===== config.mk =====
export PLATFORM = sky130hd
export DESIGN_NAME = ftws_ctrl
export DESIGN_NICKNAME = d
export VERILOG_FILES = /design/src/sv/ftws_pkg.sv /design/src/sv/ftws_ctrl.sv
export SDC_FILE = /design/constraint.sdc
export NUM_CORES = 1
export LEC_CHECK = 0
export BUFFER_PORTS_ARGS = -buffer_cell sky130_fd_sc_hd__buf_2
export CAP_MARGIN = 10
export CORE_UTILIZATION = 55
export DETAILED_ROUTE_END_ITERATION = 6
export PLACE_DENSITY_LB_ADDON = 0.3
export SYNTH_ARGS = -nofsm -noshare
export SYNTH_HDL_FRONTEND = slang
export SYNTH_SLANG_ARGS = --single-unit

===== constraint.sdc =====
create_clock -name clk -period 5.4 [get_ports clk]
set_clock_uncertainty 0.15 [all_clocks]
set_input_delay 0.54 -clock clk [delete_from_list [all_inputs] [get_ports clk]]
set_output_delay 0.54 -clock clk [all_outputs]
set_load 0.05 [all_outputs]

===== src/sv/ftws_pkg.sv =====
// Shared constants, command and status types for the frame time window statistics block.
// No dependencies; every other file imports this package.
package ftws_pkg;

  localparam int DATA_W    = 24;  // frame time fields
  localparam int ALPHA_W   = 16;  // Q0.16 smoothing weight
  localparam int FRAC_W    = 16;  // fraction bits of the average
  localparam int FX_W      = 40;  // Q24.16 average
  localparam int RATE_W    = 28;  // Q8 frames per second
  localparam int CNT_OUT_W = 8;   // window_count port
  localparam int DEPTH_DEF = 128;

  // shared divider: 44-bit dividend covers the rate numerator and any window sum
  localparam int DIV_W = 44;
  localparam int QUO_W = 28;

  localparam logic [ALPHA_W-1:0] ALPHA_RESET = 16'd6554;
  localparam logic [DATA_W-1:0]  MIN_CAP     = 24'd9999000;
  localparam logic [RATE_W-1:0]  RATE_MAX    = 28'd256000000;
  // 256e6 * 2^16
  localparam logic [DIV_W-1:0]   RATE_NUM    = 44'd16777216000000;

  typedef struct packed {
    logic accept;       // take the input item, write history, capture difference
    logic ema_lo;       // multiply alpha by low part of difference
    logic ema_hi;       // multiply alpha by high part of difference
    logic ema_sum;      // combine partial products
    logic ema_upd;      // update the average
    logic div_start;    // launch shared divider
    logic div_sel_mean; // divider operands: window sum / count
    logic cap_rate;     // capture rate quotient
    logic scan_rd;      // read next history entry
    logic load_out;     // load the result register
  } cmd_t;

  typedef struct packed {
    logic div_done;
    logic scan_last;
    logic out_free;
  } status_t;

endpackage


===== src/sv/ftws_ctrl.sv =====
// Controller state machine sequencing average update, rate division, window scan and mean.
// Depends on ftws_pkg.
module ftws_ctrl (
  input  logic              clk,
  input  logic              rst,
  input  logic              in_valid,
  output logic              in_ready,
  input  ftws_pkg::status_t status,
  output ftws_pkg::cmd_t    cmd
);
  import ftws_pkg::*;

  typedef enum logic [11:0] {
    S_IDLE      = 12'b0000_0000_0001,
    S_EMA_LO    = 12'b0000_0000_0010,
    S_EMA_HI    = 12'b0000_0000_0100,
    S_EMA_SUM   = 12'b0000_0000_1000,
    S_EMA_UPD   = 12'b0000_0001_0000,
    S_RATE_GO   = 12'b0000_0010_0000,
    S_RATE_WAIT = 12'b0000_0100_0000,
    S_SCAN      = 12'b0000_1000_0000,
    S_DRAIN     = 12'b0001_0000_0000,
    S_MEAN_GO   = 12'b0010_0000_0000,
    S_MEAN_WAIT = 12'b0100_0000_0000,
    S_FINISH    = 12'b1000_0000_0000
  } state_t;

  state_t state;
  state_t state_next;

  always_ff @(posedge clk) begin
    if (rst) begin
      state <= S_IDLE;
    end else begin
      state <= state_next;
    end
  end

  assign in_ready = (state == S_IDLE);

  always_comb begin
    state_next = state;
    cmd        = '0;
    unique case (state)
      S_IDLE: begin
        if (in_valid) begin
          cmd.accept = 1'b1;
          state_next = S_EMA_LO;
        end
      end
      S_EMA_LO: begin
        cmd.ema_lo = 1'b1;
        state_next = S_EMA_HI;
      end
      S_EMA_HI: begin
        cmd.ema_hi = 1'b1;
        state_next = S_EMA_SUM;
      end
      S_EMA_SUM: begin
        cmd.ema_sum = 1'b1;
        state_next  = S_EMA_UPD;
      end
      S_EMA_UPD: begin
        cmd.ema_upd = 1'b1;
        state_next  = S_RATE_GO;
      end
      S_RATE_GO: begin
        cmd.div_start = 1'b1;
        state_next    = S_RATE_WAIT;
      end
      S_RATE_WAIT: begin
        if (status.div_done) begin
          cmd.cap_rate = 1'b1;
          state_next   = S_SCAN;
        end
      end
      S_SCAN: begin
        cmd.scan_rd = 1'b1;
        if (status.scan_last) begin
          state_next = S_DRAIN;
        end
      end
      S_DRAIN: begin
        state_next = S_MEAN_GO;
      end
      S_MEAN_GO: begin
        cmd.div_start    = 1'b1;
        cmd.div_sel_mean = 1'b1;
        state_next       = S_MEAN_WAIT;
      end
      S_MEAN_WAIT: begin
        if (status.div_done) begin
          state_next = S_FINISH;
        end
      end
      S_FINISH: begin
        if (status.out_free) begin
          cmd.load_out = 1'b1;
          state_next   = S_IDLE;
        end
      end
      default: begin
        state_next = S_IDLE;
      end
    endcase
  end

endmodule


==> flow_metrics.tcl <==
set metrics [dict create \
    crit_fanout 9 \
    gp_congestion 0.873 \
    nFillCells 117 \
    diodes 0 \
    syn2layout_area_growth_pct 12.9 \
    dp_hpwl_um 1350 \
    dieArea_um2 1690 \
    hold_class "input pin to register" \
    fp.dieW_um 41.1 \
    arrival_ns 2.11 \
    drc_errors 0 \
    clkTransAtPathRegs_ns 0.08 \
    synth_area_per_cell_um2 8.67 \
    drive_gt1_share_pct 28.3 \
    cts_tree "done" \
    numCtsBuffers 3 \
    fin_nets 120 \
    synth_seq_area_share_pct 28.6 \
    multi_input_area_um2 567 \
    fin_crit_sh_pct 51.8 \
    finalMaxSlewViolations 0 \
    pwr-share-comb_pct 50.8 \
    cts_sinks 12 \
    top_regs "state x12" \
    clk_path_buf_depth 2 \
    largest_reg_flops 12 \
    leakage_nw 0.374 \
    cpMostUsedCell "and2_1" \
    status "finished, final reports clean" \
    core_area_um2 1370 \
    p_sw_share_pct 47.4 \
    grt_usage_pct 26.4 \
    yosys_warnings 0 \
    synth.top_cell.area_share_pct 28.6 \
    cap_violations 0 \
    period_minus_slack_ns 2.80 \
    top_register "state" \
    ctsRootBufferMaster "clkbuf_4" \
    maxSlewHeadroom_pct 66.0 \
    wirelength_um 1830 \
    critPathKind "register to output port" \
    synth_cell_types 39 \
    crit_chain "nor4_2, and2_1, nand2_1, nor3b_2, and2_1, buf_2" \
    cts_resized 0 \
    portBuffers 16 \
    clkPwrFrac_pct 18.3 \
    worstSetupStartpointType "register" \
    viasPerCell 6.16 \
    slowest_stage "nor4_2" \
    cts_setup_buffers 0 \
    vias 789 \
    synth_most_common_cell "dfxtp_1" \
    synth_area_leaders "dfxtp_1 (29%), nor4_4 (5.1%), nor3b_2 (4.5%), nor4_2 (4.5%), nand2_1 (4.0%)" \
    intPower_uw 209 \
    antenna_found_initial 0 \
    ff_latch_area_um2 240 \
    cpPeakStageDelay_ns 0.48 \
    finalSetupTns_ns 0 \
    setup_viol 0 \
    grt_pass1_wl_um 2850 \
    yosysTopAreaCell "dfxtp_1" \
    synth-edff-count 0 \
    io_pins 17 \
    rsz0062_at_grt "no" \
    peakVddDrop_uv 391 \
    die_y_um 41.1 \
    syn_nets 103 \
    cp-startpoint "state[5]" \
    ys.flop_type "dfxtp_1" \
    grt_max_degree 10 \
    grt_pass1_vias 619 \
    syn_inst 97 \
    pwr-share-seq_pct 30.9 \
    tightest_slew_ns 0.503 \
    synth_seq_cells 12 \
    syn_area_um2 841 \
    start_util_pct 61.5 \
    hold_path_startpoint "rst" \
    wire_per_inst_um 14.3 \
    clkLatencyLatePin_ns 0.28 \
    pwr_density_cell_nw_per_um2 417 \
    clock.fmax_mhz 358 \
    crit_family "simple AND/OR/NAND/NOR gates" \
    synthTopCellsByCount "dfxtp_1 (12), nand2_1 (9), nor2_1 (9)" \
    gr-total-overflow 0 \
    dr.first_iter.drc_count 30 \
    switching_power_uw 188 \
    firstDrtPassIters 4 \
    async_flop_share_pct 0 \
    cp_num_buf_inv 1 \
    hold_buffers 0 \
    whs_ns 0.346 \
    reg2reg_from "state[0]" \
    cp_data_required_time_ns 4.71 \
    finalHoldViolCount 0 \
    end_kind "output port" \
    htreeDepth 1 \
    rows 13 \
    ant_nets 0 \
]
[worst reg2reg max path: stages (launching register included)]
cell	delay [ns]
dfxtp_1	0.41
nor4_4	0.46
nand2_1	0.23
nor3_2	0.48
or4_4	0.25
nor4_2	0.04
[area by class of cell]
type	count	share of cell area (%)
sequential	12	25.3
timing repair buffer	16	8.43
multi-input combinational	79	59.7
inverter	2	0.791
clock buffer	4	3.82
tap	15	1.98
[power groups by stage]
| stage | logic (mW) | registers [mW] | clock network (mW) |
|---|---|---|---|
| 2_1_floorplan | 0.179 | 0.113 | 0 |
| 3_3_place_gp | 0.198 | 0.123 | 0 |
| 3_5_place_dp | 0.199 | 0.124 | 0 |
| 4_1_cts | 0.201 | 0.122 | 0.0745 |
| 5_1_grt | 0.218 | 0.126 | 0.0806 |
| 6_report | 0.201 | 0.122 | 0.0727 |
[cell usage in the layout (no fill, tap or decap), types with 4 or more instances in the layout]
cell type  netlist  routed
nor3_1           4       4
dfxtp_1         12      12
nor4_1           4       4
or3_1            4       4
o21ai_0          4       4
a21oi_1          4       4
nor3b_1          4       4
nand2_1          9       9
buf_2            3      16
nor2_1           9       9
[kinds of logic after synthesis]
kind of cell,share of synthesized area (%)
flip-flops,28.6
AO/OA/AOI/OAI,10.9
XOR/XNOR,3.13
AND/OR/NAND/NOR,53.4
buffers and inverters,4.02
[path summary, 6_finish.rpt]
| path | end | slack, ns | cells after the start |
|---|---|---|---|
| worst min-delay path | state[6] | 0.35 | 2 |
| worst max register to register | state[2] | 3.26 | 5 |
| worst max-delay path | cmd[9] | 2.60 | 6 |
| worst min register to register | state[5] | 0.44 | 2 |
[metal layers]
layer	track usage, %	routed length (µm)	vias to the layer above
met3	8.15	157	2
met1	37.1	863	356
met5	0	0	-
met2	37.1	798	38
met4	9.68	10	0
li1	-	-	393
[stage by stage]
stage	cell area [µm²]	utilization, %	cells	setup slack, ns	total power [mW]
floorplan	841	-	97	2.22	0.293
global placement	913	66.8	124	2.94	0.321
detailed placement	913	66.8	124	2.94	0.323
CTS	950	69.5	128	2.62	0.398
global route	950	69.5	128	2.47	0.424
finish	950	69.5	128	2.60	0.396
(Power assumes the default switching activity.)
